==> src/hdl/dhcp_pkg.sv <==
// ----------------------------------------------------------------------------
// DHCP request parser package
// Shared widths, constants and the summary record passed from the front end.
// ----------------------------------------------------------------------------
package dhcp_pkg;

    localparam int HOSTNAME_MAX_DEF = 31;
    localparam int MIN_LEN_DEF      = 240;
    localparam int OPT_START        = 240;
    localparam int LEN_SAT          = 1023;

    localparam logic [7:0] OPT_PAD    = 8'd0;
    localparam logic [7:0] OPT_END    = 8'd255;
    localparam logic [7:0] OPT_MSG    = 8'd53;
    localparam logic [7:0] OPT_REQIP  = 8'd50;
    localparam logic [7:0] OPT_SRVID  = 8'd54;
    localparam logic [7:0] OPT_HOST   = 8'd12;

    localparam logic [7:0] COOKIE_0 = 8'h63;
    localparam logic [7:0] COOKIE_1 = 8'h82;
    localparam logic [7:0] COOKIE_2 = 8'h53;
    localparam logic [7:0] COOKIE_3 = 8'h63;

    typedef struct packed {
        logic        ok;
        logic [31:0] xid;
        logic [15:0] flags;
        logic [31:0] ciaddr;
        logic [47:0] mac;
        logic [7:0]  msg_type;
        logic [31:0] req_ip;
        logic [31:0] srv_id;
        logic [4:0]  host_len;
        logic        bank;
    } t_summary;

endpackage

==> src/hdl/dhcp_front.sv <==
// ----------------------------------------------------------------------------
// DHCP front end
// Walks header and options one byte per cycle when not stalled, writes
// hostname bytes to bank memory, hands the queue a summary on the last byte.
// ----------------------------------------------------------------------------
module dhcp_front #(
    parameter int HOST_CAP = 31,
    parameter int MIN_LEN  = 240,
    parameter int AW       = 6
) (
    input  logic                  i_clk,
    input  logic                  i_rst_n,
    input  logic                  i_valid,
    output logic                  o_ready,
    input  logic [7:0]            i_data_byte,
    input  logic                  i_end_of_packet,
    output logic                  o_sum_valid,
    input  logic                  i_sum_ready,
    input  logic                  i_host_busy,
    output dhcp_pkg::t_summary    o_sum,
    output logic                  o_wr_en,
    output logic [AW-1:0]         o_wr_addr,
    output logic [7:0]            o_wr_data
);
    import dhcp_pkg::*;

    typedef enum logic [3:0] {
        PH_CODE = 4'b0001,
        PH_LEN  = 4'b0010,
        PH_VAL  = 4'b0100,
        PH_DONE = 4'b1000
    } t_phase;

    logic [7:0]  r_pos, n_pos;
    logic [9:0]  r_len, n_len;
    logic        r_good, n_good;
    t_phase      r_ph, n_ph;
    logic [7:0]  r_code, n_code;
    logic [7:0]  r_olen, n_olen;
    logic [7:0]  r_oidx, n_oidx;
    logic [31:0] r_shift, n_shift;
    logic [31:0] r_xid, n_xid;
    logic [15:0] r_flags, n_flags;
    logic [31:0] r_ci, n_ci;
    logic [47:0] r_mac, n_mac;
    logic [7:0]  r_mt, n_mt;
    logic [31:0] r_rq, n_rq;
    logic [31:0] r_sv, n_sv;
    logic        r_bank, n_bank;
    logic [4:0]  r_hcnt, n_hcnt;
    logic        fire, apply, host_wr;
    logic [31:0] aval;
    logic [7:0]  b;

    // A hostname byte waits while an earlier hostname is still being sent.
    assign host_wr     = (r_pos >= 8'(OPT_START)) && (r_ph == PH_VAL) &&
                         (r_code == OPT_HOST) && (r_oidx < 8'(HOST_CAP));
    assign o_ready     = i_sum_ready && !(host_wr && i_host_busy);
    assign fire        = i_valid && o_ready;
    assign o_sum_valid = fire && i_end_of_packet;
    assign b           = i_data_byte;

    always_comb begin
        n_pos = r_pos; n_len = r_len; n_good = r_good; n_ph = r_ph;
        n_code = r_code; n_olen = r_olen; n_oidx = r_oidx; n_shift = r_shift;
        n_xid = r_xid; n_flags = r_flags; n_ci = r_ci; n_mac = r_mac;
        n_mt = r_mt; n_rq = r_rq; n_sv = r_sv; n_bank = r_bank; n_hcnt = r_hcnt;
        apply = 1'b0; aval = r_shift;
        o_wr_en = 1'b0;
        o_wr_addr = AW'(r_oidx) + (r_bank ? '0 : AW'(HOST_CAP));
        o_wr_data = b;
        if (r_pos < 8'(OPT_START)) begin
            if (r_pos == 8'd0 && b != 8'd1) n_good = 1'b0;
            if (r_pos == 8'd2 && b != 8'd6) n_good = 1'b0;
            if (r_pos == 8'd236 && b != COOKIE_0) n_good = 1'b0;
            if (r_pos == 8'd237 && b != COOKIE_1) n_good = 1'b0;
            if (r_pos == 8'd238 && b != COOKIE_2) n_good = 1'b0;
            if (r_pos == 8'd239 && b != COOKIE_3) n_good = 1'b0;
            if (r_pos >= 8'd4 && r_pos <= 8'd7) n_xid = {r_xid[23:0], b};
            if (r_pos >= 8'd10 && r_pos <= 8'd11) n_flags = {r_flags[7:0], b};
            if (r_pos >= 8'd12 && r_pos <= 8'd15) n_ci = {r_ci[23:0], b};
            if (r_pos >= 8'd28 && r_pos <= 8'd33) n_mac = {r_mac[39:0], b};
            n_pos = r_pos + 8'd1;
        end else begin
            unique case (r_ph)
                PH_CODE: begin
                    if (b == OPT_END) n_ph = PH_DONE;
                    else if (b != OPT_PAD) begin
                        n_code = b;
                        n_ph = PH_LEN;
                    end
                end
                PH_LEN: begin
                    n_olen = b; n_oidx = '0; n_shift = '0;
                    if (b == 8'd0) begin
                        apply = 1'b1; aval = '0; n_ph = PH_CODE;
                    end else n_ph = PH_VAL;
                end
                PH_VAL: begin
                    o_wr_en = host_wr && fire;
                    if (r_code == OPT_MSG) begin
                        if (r_oidx == 8'd0) n_shift = {24'd0, b};
                    end else n_shift = {r_shift[23:0], b};
                    n_oidx = r_oidx + 8'd1;
                    aval = n_shift;
                    if (n_oidx >= r_olen) begin
                        apply = 1'b1; n_ph = PH_CODE;
                    end
                end
                default: ;
            endcase
        end
        if (apply) begin
            if (r_code == OPT_MSG && n_olen >= 8'd1) n_mt = aval[7:0];
            if (r_code == OPT_REQIP && n_olen == 8'd4) n_rq = aval;
            if (r_code == OPT_SRVID && n_olen == 8'd4) n_sv = aval;
            if (r_code == OPT_HOST) begin
                n_bank = ~r_bank;
                n_hcnt = (n_olen < 8'(HOST_CAP)) ? n_olen[4:0] : 5'(HOST_CAP);
            end
        end
        if (r_len != 10'(LEN_SAT)) n_len = r_len + 10'd1;
    end

    always_comb begin
        o_sum.ok = r_good && n_pos >= 8'(OPT_START) && {1'b0, n_len} >= 11'(MIN_LEN);
        o_sum.xid      = n_xid;
        o_sum.flags    = n_flags;
        o_sum.ciaddr   = n_ci;
        o_sum.mac      = n_mac;
        o_sum.msg_type = n_mt;
        o_sum.req_ip   = n_rq;
        o_sum.srv_id   = n_sv;
        o_sum.host_len = n_hcnt;
        o_sum.bank     = n_bank;
        if (!n_good) o_sum.ok = 1'b0;
    end

    always_ff @(posedge i_clk) begin
        if (!i_rst_n) begin
            r_bank <= 1'b0;
        end else if (fire) begin
            r_bank <= n_bank;
        end
        if (!i_rst_n || (fire && i_end_of_packet)) begin
            r_pos <= '0; r_len <= '0; r_good <= 1'b1; r_ph <= PH_CODE;
            r_code <= '0; r_olen <= '0; r_oidx <= '0; r_shift <= '0;
            r_xid <= '0; r_flags <= '0; r_ci <= '0; r_mac <= '0;
            r_mt <= '0; r_rq <= '0; r_sv <= '0; r_hcnt <= '0;
        end else if (fire) begin
            r_pos <= n_pos; r_len <= n_len; r_good <= n_good; r_ph <= n_ph;
            r_code <= n_code; r_olen <= n_olen; r_oidx <= n_oidx; r_shift <= n_shift;
            r_xid <= n_xid; r_flags <= n_flags; r_ci <= n_ci; r_mac <= n_mac;
            r_mt <= n_mt; r_rq <= n_rq; r_sv <= n_sv; r_hcnt <= n_hcnt;
        end
    end

endmodule

==> src/hdl/dhcp_queue.sv <==
// ----------------------------------------------------------------------------
// DHCP summary queue
// Two-entry queue of summary records between front end and emitter.
// ----------------------------------------------------------------------------
module dhcp_queue (
    input  logic               i_clk,
    input  logic               i_rst_n,
    input  logic               i_valid,
    output logic               o_ready,
    input  dhcp_pkg::t_summary i_data,
    output logic               o_valid,
    input  logic               i_ready,
    output dhcp_pkg::t_summary o_data
);
    import dhcp_pkg::*;

    t_summary   r_mem [2];
    logic       r_wp, r_rp;
    logic [1:0] r_cnt;
    logic       push, pop;

    assign o_ready = (r_cnt != 2'd2);
    assign o_valid = (r_cnt != 2'd0);
    assign o_data  = r_mem[r_rp];
    assign push    = i_valid && o_ready;
    assign pop     = o_valid && i_ready;

    always_ff @(posedge i_clk) begin
        if (push) r_mem[r_wp] <= i_data;
        if (!i_rst_n) begin
            r_wp <= 1'b0; r_rp <= 1'b0; r_cnt <= '0;
        end else begin
            if (push) r_wp <= ~r_wp;
            if (pop) r_rp <= ~r_rp;
            r_cnt <= r_cnt + 2'(push) - 2'(pop);
        end
    end

endmodule

==> src/hdl/dhcp_emit.sv <==
// ----------------------------------------------------------------------------
// DHCP result emitter
// Sends the summary, then, while the receiver is ready, reads the committed
// bank one byte per cycle into a registered output stage.
// ----------------------------------------------------------------------------
module dhcp_emit #(
    parameter int HOST_CAP = 31,
    parameter int AW       = 6
) (
    input  logic               i_clk,
    input  logic               i_rst_n,
    input  logic               i_valid,
    output logic               o_ready,
    input  dhcp_pkg::t_summary i_sum,
    input  logic               i_wr_en,
    input  logic [AW-1:0]      i_wr_addr,
    input  logic [7:0]         i_wr_data,
    output logic               o_valid,
    input  logic               i_ready,
    output logic               o_item_kind,
    output dhcp_pkg::t_summary o_sum,
    output logic [7:0]         o_host_byte,
    output logic               o_last,
    output logic               o_run
);
    import dhcp_pkg::*;

    logic [7:0]    r_mem [2*HOST_CAP];
    logic [7:0]    r_rd;
    logic          r_v, r_kind, r_last, r_run, r_bank;
    t_summary      r_sum;
    logic [4:0]    r_idx, r_cnt;
    logic          adv, take, step;
    logic [AW-1:0] rd_addr;

    assign adv     = !r_v || i_ready;
    assign take    = adv && !r_run && i_valid;
    assign step    = adv && r_run;
    assign o_ready = adv && !r_run;
    assign rd_addr = AW'(r_idx) + (r_bank ? AW'(HOST_CAP) : '0);

    always_ff @(posedge i_clk) begin
        if (i_wr_en) r_mem[i_wr_addr] <= i_wr_data;
        if (step) r_rd <= r_mem[rd_addr];
    end

    always_ff @(posedge i_clk) begin
        if (!i_rst_n) begin
            r_v <= 1'b0; r_run <= 1'b0;
        end else if (take) begin
            r_v <= 1'b1;
            r_run <= i_sum.ok && i_sum.host_len != 5'd0;
        end else if (step) begin
            r_v <= 1'b1;
            if (r_idx + 5'd1 == r_cnt) r_run <= 1'b0;
        end else if (adv) begin
            r_v <= 1'b0;
        end
        if (take) begin
            r_kind <= 1'b0;
            r_sum  <= i_sum.ok ? i_sum : '0;
            r_last <= !(i_sum.ok && i_sum.host_len != 5'd0);
            r_idx  <= '0;
            r_cnt  <= i_sum.host_len;
            r_bank <= i_sum.bank;
        end else if (step) begin
            r_kind <= 1'b1;
            r_sum  <= '0;
            r_last <= (r_idx + 5'd1 == r_cnt);
            r_idx  <= r_idx + 5'd1;
        end
    end

    assign o_valid     = r_v;
    assign o_item_kind = r_kind;
    assign o_sum       = r_sum;
    assign o_host_byte = r_kind ? r_rd : 8'd0;
    assign o_last      = r_last;
    assign o_run       = r_run;

endmodule

==> src/hdl/dhcp_request_parser.sv <==
// ----------------------------------------------------------------------------
// DHCP request parser
// Checks a BOOTP/DHCP request byte stream and reports a summary and hostname.
// ----------------------------------------------------------------------------
//  Channel  Direction  Transaction
//  in       input      one packet byte with last-byte flag
//  out      output     summary result, then hostname bytes
//
// A byte is taken every cycle while the summary queue has room; a hostname
// byte also waits while an earlier hostname is queued or still being sent.
// The emitter sends a summary and then, while the receiver is ready, one
// hostname byte per cycle from the bank memory. Reset is synchronous and
// clears the parser, queue pointer and valid/run state; the hostname memory
// is not cleared. Either side may stall without losing transactions.
module dhcp_request_parser
    import dhcp_pkg::*;
#(
    parameter int HOSTNAME_MAX = HOSTNAME_MAX_DEF,
    parameter int MIN_LEN      = MIN_LEN_DEF
) (
    input  logic        i_clk,
    input  logic        i_rst_n,
    input  logic        i_valid,
    output logic        o_ready,
    input  logic [7:0]  i_data_byte,
    input  logic        i_end_of_packet,
    output logic        o_valid,
    input  logic        i_ready,
    output logic        o_item_kind,
    output logic        o_ok,
    output logic [31:0] o_transaction_id,
    output logic [15:0] o_bootp_flags,
    output logic [31:0] o_client_ip,
    output logic [47:0] o_client_mac,
    output logic [7:0]  o_message_type,
    output logic [31:0] o_requested_address,
    output logic [31:0] o_server_identifier,
    output logic [4:0]  o_host_length,
    output logic [7:0]  o_host_byte,
    output logic        o_last_of_run
);
    localparam int HOST_CAP = (HOSTNAME_MAX > 31) ? 31 : HOSTNAME_MAX;
    localparam int AW       = $clog2(2 * HOST_CAP);

    t_summary      fe_sum, q_sum, em_sum;
    logic          fe_v, fe_r, q_v, q_r, wr_en, em_run, host_busy;
    logic [AW-1:0] wr_addr;
    logic [7:0]    wr_data;

    assign host_busy = q_v || em_run;

    dhcp_front #(.HOST_CAP(HOST_CAP), .MIN_LEN(MIN_LEN), .AW(AW)) u_front (
        .i_clk, .i_rst_n, .i_valid, .o_ready, .i_data_byte, .i_end_of_packet,
        .o_sum_valid(fe_v), .i_sum_ready(fe_r), .i_host_busy(host_busy), .o_sum(fe_sum),
        .o_wr_en(wr_en), .o_wr_addr(wr_addr), .o_wr_data(wr_data)
    );

    dhcp_queue u_queue (
        .i_clk, .i_rst_n, .i_valid(fe_v), .o_ready(fe_r), .i_data(fe_sum),
        .o_valid(q_v), .i_ready(q_r), .o_data(q_sum)
    );

    dhcp_emit #(.HOST_CAP(HOST_CAP), .AW(AW)) u_emit (
        .i_clk, .i_rst_n, .i_valid(q_v), .o_ready(q_r), .i_sum(q_sum),
        .i_wr_en(wr_en), .i_wr_addr(wr_addr), .i_wr_data(wr_data),
        .o_valid, .i_ready, .o_item_kind, .o_sum(em_sum), .o_host_byte,
        .o_last(o_last_of_run), .o_run(em_run)
    );

    assign o_ok                = em_sum.ok;
    assign o_transaction_id    = em_sum.xid;
    assign o_bootp_flags       = em_sum.flags;
    assign o_client_ip         = em_sum.ciaddr;
    assign o_client_mac        = em_sum.mac;
    assign o_message_type      = em_sum.msg_type;
    assign o_requested_address = em_sum.req_ip;
    assign o_server_identifier = em_sum.srv_id;
    assign o_host_length       = em_sum.host_len;

endmodule

==> config.mk <==
export PLATFORM = sky130hd
export DESIGN_NAME = dhcp_request_parser
export DESIGN_NICKNAME = d
export VERILOG_FILES = /design/src/hdl/dhcp_pkg.sv /design/src/hdl/dhcp_front.sv /design/src/hdl/dhcp_queue.sv /design/src/hdl/dhcp_emit.sv /design/src/hdl/dhcp_request_parser.sv
export SDC_FILE = /design/constraint.sdc
export NUM_CORES = 2
export LEC_CHECK = 0
export ABC_CLOCK_PERIOD_IN_PS = 10530
export BUFFER_PORTS_ARGS = -buffer_cell sky130_fd_sc_hd__buf_2
export CELL_PAD_IN_SITES_DETAIL_PLACEMENT = 0
export CELL_PAD_IN_SITES_GLOBAL_PLACEMENT = 1
export CORE_ASPECT_RATIO = 0.7
export CORE_UTILIZATION = 47
export CTS_CLUSTER_SIZE = 8
export DETAILED_ROUTE_END_ITERATION = 10
export PLACE_DENSITY = 0.78
export RECOVER_POWER = 25
export SYNTH_ARGS = -nofsm -noshare
export SYNTH_HDL_FRONTEND = slang
export SYNTH_SLANG_ARGS = --single-unit
export TNS_END_PERCENT = 50
==> constraint.sdc <==
create_clock -name i_clk -period 10.53 [get_ports i_clk]
set_input_delay 0 -clock i_clk [delete_from_list [all_inputs] [get_ports i_clk]]
set_output_delay 0 -clock i_clk [all_outputs]
set_load 0.03 [all_outputs]
-- After elaboration in Yosys (flattened, before gate mapping)
Memory sizes are Yosys's and may differ from the RTL's. A register that Yosys moved wholly into a read port is not among the register bits.
Index checks and enable logic that the tools add are counted.
- bits in latches: 0
- bits in read-only memories: 0
- word-level logic and storage cells: 211
- output and inout bits: 218
- bits of input ports: 13
- memory bits (writable): 910
- memories kept: 2
- flip-flop bits (word level): 510
- memory list (name ; words ; bits a word ; rd ports ; clocked after memory_dff ; write ports ; RTL line ; RTL):
    u_emit.r_mem ; 62 ; 8 ; 1 ; 1 ; 1 ; dhcp_emit.sv:28 ; logic [7:0] r_mem [2*HOST_CAP];
    u_queue.r_mem ; 2 ; 207 ; 1 ; 1 ; 1 ; dhcp_queue.sv:17 ; t_summary r_mem [2];
- shifts and indexed selects: 0
- reduce and logical (&&, ||, !) cells: 51
- multiply operators: 0
- bitwise logic cells: 5
- divide/modulo/power cells: 0
- $lt $le $gt $ge: 16
- muxes and demuxes: 69
- equal/unequal tests: 24
- $add $sub $neg: 8
- operators by type and width (cell ; count):
    2-to-1 mux 207 bit ; 3
    2-to-1 mux 32 bit ; 12
    case mux 32 bit (2 select lines) ; 2
    2-to-1 mux 48 bit ; 2
    2-to-1 mux 8 bit ; 6
    == test 8 bit (second input constant) ; 5
    2-to-1 mux 16 bit ; 2
    2-to-1 mux 1 bit ; 29
    logical AND 1 bit ; 28
    2-to-1 mux 5 bit ; 5
    == test 8 x 6 -> 1 bit (second input constant) ; 3
    logical NOT 8 bit ; 3
    adder 8 x 1 -> 8 bit (second input constant) ; 2
    greater-or-equal comparator 8 x 4 -> 1 bit (second input constant) ; 2
    greater-or-equal comparator 8 bit (second input constant) ; 2
    <= comparator 8 x 4 -> 1 bit (second input constant) ; 2
    < comparator 8 x 5 -> 1 bit (second input constant) ; 2
    inequality test 8 x 7 -> 1 bit (second input constant) ; 2
    case mux 8 bit (2 select lines) ; 1
    2-to-1 mux 4 bit ; 3
    case mux 4 bit (3 select lines) ; 1
    adder 10 x 1 -> 10 bit (second input constant) ; 1
    greater-or-equal comparator 10 x 8 -> 1 bit (second input constant) ; 1
    2-to-1 mux 10 bit ; 1
    other kinds (37) ; 53

-- Logic depth before layout (Yosys ltp)
- depth in word-level cells: 13
- gate-level depth with buffers: 13

-- Cells and area by module
From an unflattened synthesis, not the netlist that was laid out.
- cells, all modules: 3833
- area total of the unflattened synthesis: 58373.5 µm²
- modules (own cells, without submodules) (module ; cells an instance ; seq. area each (µm²) ; instances ; area each (µm²)):
    dhcp_emit ; 1476 ; 21720.8 ; 1 ; 28139.5
    dhcp_queue ; 674 ; 12532.0 ; 1 ; 15726.3
    dhcp_front ; 1682 ; 5705.5 ; 1 ; 14501.4
    dhcp_request_parser ; 1 ; 0.0 ; 1 ; 6.3

-- Worst setup path before layout
No wires, ideal clock.
- kind: reg2reg
- from: reg u_front.r_oidx[0]
- to: mem u_queue.r_mem[0][0] (netlist name) (enable)
- cell stages (with the launch flop): 9
- slack: -0.414 ns
- required time: 9.753 ns
- library setup time: 0.777 ns
- arrival time: 10.166 ns
- path buffers: 2
- cell sequence: dfxtp_1 -> ha_1 -> nand4_1 -> nand3_1 -> o31a_1 -> buf_2 -> buf_2 -> nand2_1 -> nor2_1
- cells in the longest elaborated chain, start to end: 10
- RTL lines (element ; RTL line ; RTL):
    start, declared ; dhcp_front.sv:40 ; logic [7:0] r_oidx, n_oidx;
    start signal, assigned ; dhcp_front.sv:152 ; r_code <= n_code; r_olen <= n_olen; r_oidx <= n_oidx; r_shift <= n_shift;
    < comparator 8 x 5 -> 1 bit ; dhcp_front.sv:57 ; (r_code == OPT_HOST) && (r_oidx < 8'(HOST_CAP));
    logical AND 1 bit ; dhcp_front.sv:57 ;
    logical AND 1 bit ; dhcp_front.sv:58 ; assign o_ready = i_sum_ready && !(host_wr && i_host_busy);
    logical NOT 1 bit ; dhcp_front.sv:58 ;
    logical AND 1 bit ; dhcp_front.sv:58 ;
    logical AND 1 bit ; dhcp_front.sv:59 ; assign fire = i_valid && o_ready;
    logical AND 1 bit ; dhcp_front.sv:60 ; assign o_sum_valid = fire && i_end_of_packet;
    logical AND 1 bit ; dhcp_queue.sv:25 ; assign push = i_valid && o_ready;
    2-to-1 mux 1 bit ; dhcp_queue.sv:29 ; if (push) r_mem[r_wp] <= i_data;
    2-to-1 mux 1 bit (implied by the code) ; dhcp_queue.sv:29 ;
    end, declared ; dhcp_queue.sv:17 ;
No other way between the ends.

==> summary.txt <==
Worst setup path
  • Combined buffer and inverter count along the critical path: 6
  • Internal reg-to-reg setup slack: 5310 ps
  • Worst setup path startpoint: i_data_byte[6]
  • Worst path required time: 11070 ps
  • Cell family with the largest share of critical-path delay: buffers and inverters
  • Crit. path cell count: 11
  • Critical Path Sink: u_queue.r_mem[1][72]
  • Worst setup SP type: primary input
  • Worst-path cell chain: dlygate4sd3_1 > buf_2 > clkbuf_1 > clkbuf_1 > nor4_1 > nand4bb_1 > buf_4 > and2_1 > buf_4 > a22oi_1 > o21ai_0
  • Largest incremental delay on the critical path: 1850 ps
  • Reg2reg end: u_emit.o_sum[74]
  • Arrival time reported for the critical path endpoint: 6840 ps
  • Classification of the worst setup path: in2reg
  • Highest net fanout along the worst path: 52
  • Worst path slowest cell: sky130_fd_sc_hd__clkbuf_1
  • Logic depth of the worst register-to-register path: 5
  • Sort of element at the end of the critical path: flop

Finish
  • Final layout net count: 4133
  • Post-layout util: 0.545
  • Fillers: 9655
  • Area of all placed cells without fillers: 65400 µm²
  • Share of final-layout standard cells stronger than drive strength 1: 0.138
  • Antenna cells: 0
  • Top library cells by usage in the layout, fill and taps aside: 1131 x sky130_fd_sc_hd__edfxtp_1, 422 x sky130_fd_sc_hd__nor2_1, 383 x sky130_fd_sc_hd__mux2i_1
  • Most frequent standard cell in the layout excluding fill and tap cells: sky130_fd_sc_hd__edfxtp_1
  • Non-filler cells, final: 5837
  • Area delta synth->final: 14.3%

STA
  • RSZ-0062 raised after global routing: no
  • Worst-case headroom to the max-slew limit: -1.76
  • Final hold vios: 0
  • Max Clk Rate: 159 MHz
  • Worst setup skew after layout: 37.9 ps
  • Number of pins with negative max-slew slack in the final report: 625
  • Fin crit share: 0.599
  • Worst Tran Pin Value: 4150 ps
  • Number of endpoints failing setup at the final stage: 0
  • Clock period minus worst slack: 6300 ps
  • Total Neg Setup Slack: 0 ps
  • Worst path setup slack after routing: 4230 ps
  • Final hold slack: 125 ps

Synth
  • Number of distinct library cell variants in the gate-level netlist after synthesis: 69
  • Synthesized netlist net count: 3865
  • Seq cells post-synth: 1429
  • Share of the synthesized netlist area taken by xor and xnor gates: 0.00521
  • Synthesized instance count: 3822
  • Area fraction in and, or, nand and nor cells after synthesis: 0.0765
  • Synthesized-area fraction occupied by adder cells: 0.00683
  • Combinational family with the most area after synthesis: multiplexers
  • Yosys Warn Count: 0
  • Library cell with the largest summed area after synthesis: sky130_fd_sc_hd__edfxtp_1
  • Count of flip-flops with a built-in enable after synthesis: 1131
  • Post-synthesis area per instance: 15.0 µm²
  • Fraction of synthesized cell area taken by the top area cell type: 0.594
  • Sequential-to-total area share from yosys stat: 0.698
  • Summed instance area of the synthesized netlist: 57200 µm²
  • Area fraction in compound gates after synthesis: 0.0536
  • Asr flop ratio synth: 0
  • Main area contributors after synthesis: sky130_fd_sc_hd__edfxtp_1 59%, sky130_fd_sc_hd__dfxtp_1 10%, sky130_fd_sc_hd__mux2i_1 6.7%
  • Top_reg_cell synth: sky130_fd_sc_hd__edfxtp_1
  • Mux cell area share after synthesis: 0.140

Min path
  • Worst min-delay path category: in2reg

Placement
  • # port buffers: 230
  • Half-perimeter wire length of the detailed placement result: 81.5 mm
  • Cell area after placement: 59900 µm²
  • GPL Wtd Cong: 0.831
  • Setup slack at placement: 5940 ps
  • Placed Instances: 5499

Die
  • Die area: 123000 µm²
  • Row Count: 106
  • Die Height: 294 µm
  • Core region area: 120000 µm²
  • Starting Density: 0.476
  • Number of placed I/O pins: 231
  • Die boundary width: 419 µm

Drt
  • Remaining design rule violation count: 0
  • Wire length per cell: 23.1 µm
  • Drt total wl: 135 mm
  • Violation count after the first detailed-route iteration: 2903
  • Number of detailed-routing iterations run before antenna repair: 6
  • Via density per instance: 5.60
  • Via count of the routed design: 32700
  • Number of nets with antenna violations after routing: 0

GRT
  • Number of global-route vias before repair: 31900
  • Residual overflow from global routing: 0
  • Global-route wire length before repair: 202 mm
  • Maximum number of pins on one net before global-route repair: 175
  • Number of antenna violations at the first check in global routing: 3
  • Global-route usage over all layers: 0.218

Outcome
  • Violations in the final reports: max-capacitance violations, max-slew violations
  • Run status: finished, violations left

CTS
  • Clock tree from TritonCTS: yes
  • Clock Path Buffers: 3
  • Clk root buf: sky130_fd_sc_hd__clkbuf_16
  • CTS HTree Levels: 4
  • Clock transition at the registers of the reported paths: 50 ps
  • Number of buffers inserted during clock tree synthesis: 196
  • Clk_lat worst skew: 810 ps
  • Post CTS Setup Buffer Count: 0
  • Sink count of the clock tree: 1429

Flow run
  • Count of max-cap constraint violations: 14

Pwr
  • Final Power: 18.1 mW
  • Total power divided by cell area: 277 nW/µm²
  • Static leakage: 22.1 nW
  • VDD IR-drop max: 0.196 mV
-- worst reg2reg max path, delay by kind of cell, from the launching register on --
kind	cells	cell delay (ps)
mux	1	570
flops	1	1780
simple gates	2	1090
buf+inv	2	1460
-- cells in the mapped netlist (all sizes together), types with 6 or more instances --
cell,number
nand4,18
mux2i,383
dfxtp,298
mux2,128
a21o,8
and2,13
clkbuf,125
nor4b,8
xnor2,20
inv,34
o211a,48
or3,8
a211oi,6
a22o,24
nand3,53
o211ai,35
edfxtp,1131
buf,106
a21oi,84
a22oi,32
xor2,14
nand2,290
nor3,70
nor2,429
and3,11
nor4,6
a32o,32
nand2b,58
ha,28
mux4,120
o31ai,11
o21ai,152
-- logic make-up (layout without fill, tap and decap cells) --
| kind of cell | count (synthesis) | after routing |
|---|---|---|
| DFF | 1429 | 1429 |
| and+or+nand+nor | 981 | 981 |
| muxes | 631 | 631 |
| AOI/OAI and AO/OA | 451 | 451 |
| buffers and inverters | 266 | 661 |
| xor gates and xnor gates | 34 | 34 |
| adders and majority gates | 30 | 30 |
-- sequential cells by signal, summed over array words and instances, names as in the netlist, 10 cells and up, named ones only --
name and count:
u_front.r_mac 48, u_front.r_shift 32, u_front.r_ci 32, u_front.r_xid 32
u_front.r_rq 32, u_emit.o_sum 206, u_front.r_sv 32, u_front.r_len 10
u_queue.r_mem 414, u_emit.r_mem 496, u_front.r_flags 16
-- layer usage --
layer | global-route usage | vias to the layer above | share of wire
li1 | - | 15000 | -
met1 | 0.327 | 16500 | 0.47
met2 | 0.327 | 1075 | 0.45
met3 | 0.0409 | 174 | 0.062
met4 | 0.0566 | 0 | 0.016
met5 | 0 | - | 0
-- power by group --
| part | switching [mW] | internal, mW | total, mW |
|---|---|---|---|
| Sequential | 0.318 | 6.99 | 7.30 |
| Clock | 2.32 | 3.47 | 5.79 |
| Combinational | 3.32 | 1.68 | 5.01 |
-- cell type report --
class | instances | area [µm²] | share of cell area
Clock buffer | 312 | 5390 | 0.0825
Multi-Input combinational cell | 2127 | 16200 | 0.248
Clock inverter | 13 | 221 | 0.00339
Sequential cell | 1429 | 39900 | 0.611
Inverter | 35 | 139 | 0.00212
Timing Repair Buffer | 301 | 1430 | 0.0219
Tap cell | 1620 | 2030 | 0.0310
-- how the worst min path moves through the flow --
stage	from	endpoint	slack, ps	cells after the start
floorplan	i_data_byte[0]	u_emit.r_mem[0][0]	100	0
CTS	i_rst_n	u_emit.o_run	60	4
detailed placement	i_rst_n	u_queue.r_cnt[0]	260	2
global route	i_rst_n	u_emit.o_run	120	4
global placement	i_rst_n	u_queue.r_cnt[0]	260	2
finish	i_rst_n	u_emit.o_run	130	4
-- what timing repair did --
| action | in CTS | in global routing |
|---|---|---|
| resized for setup | 0 | 0 |
| endpoints found under the hold margin | 401 | 0 |
| hold buffers | 13 | 0 |
Note: power is estimated with default switching activity, not from simulation.
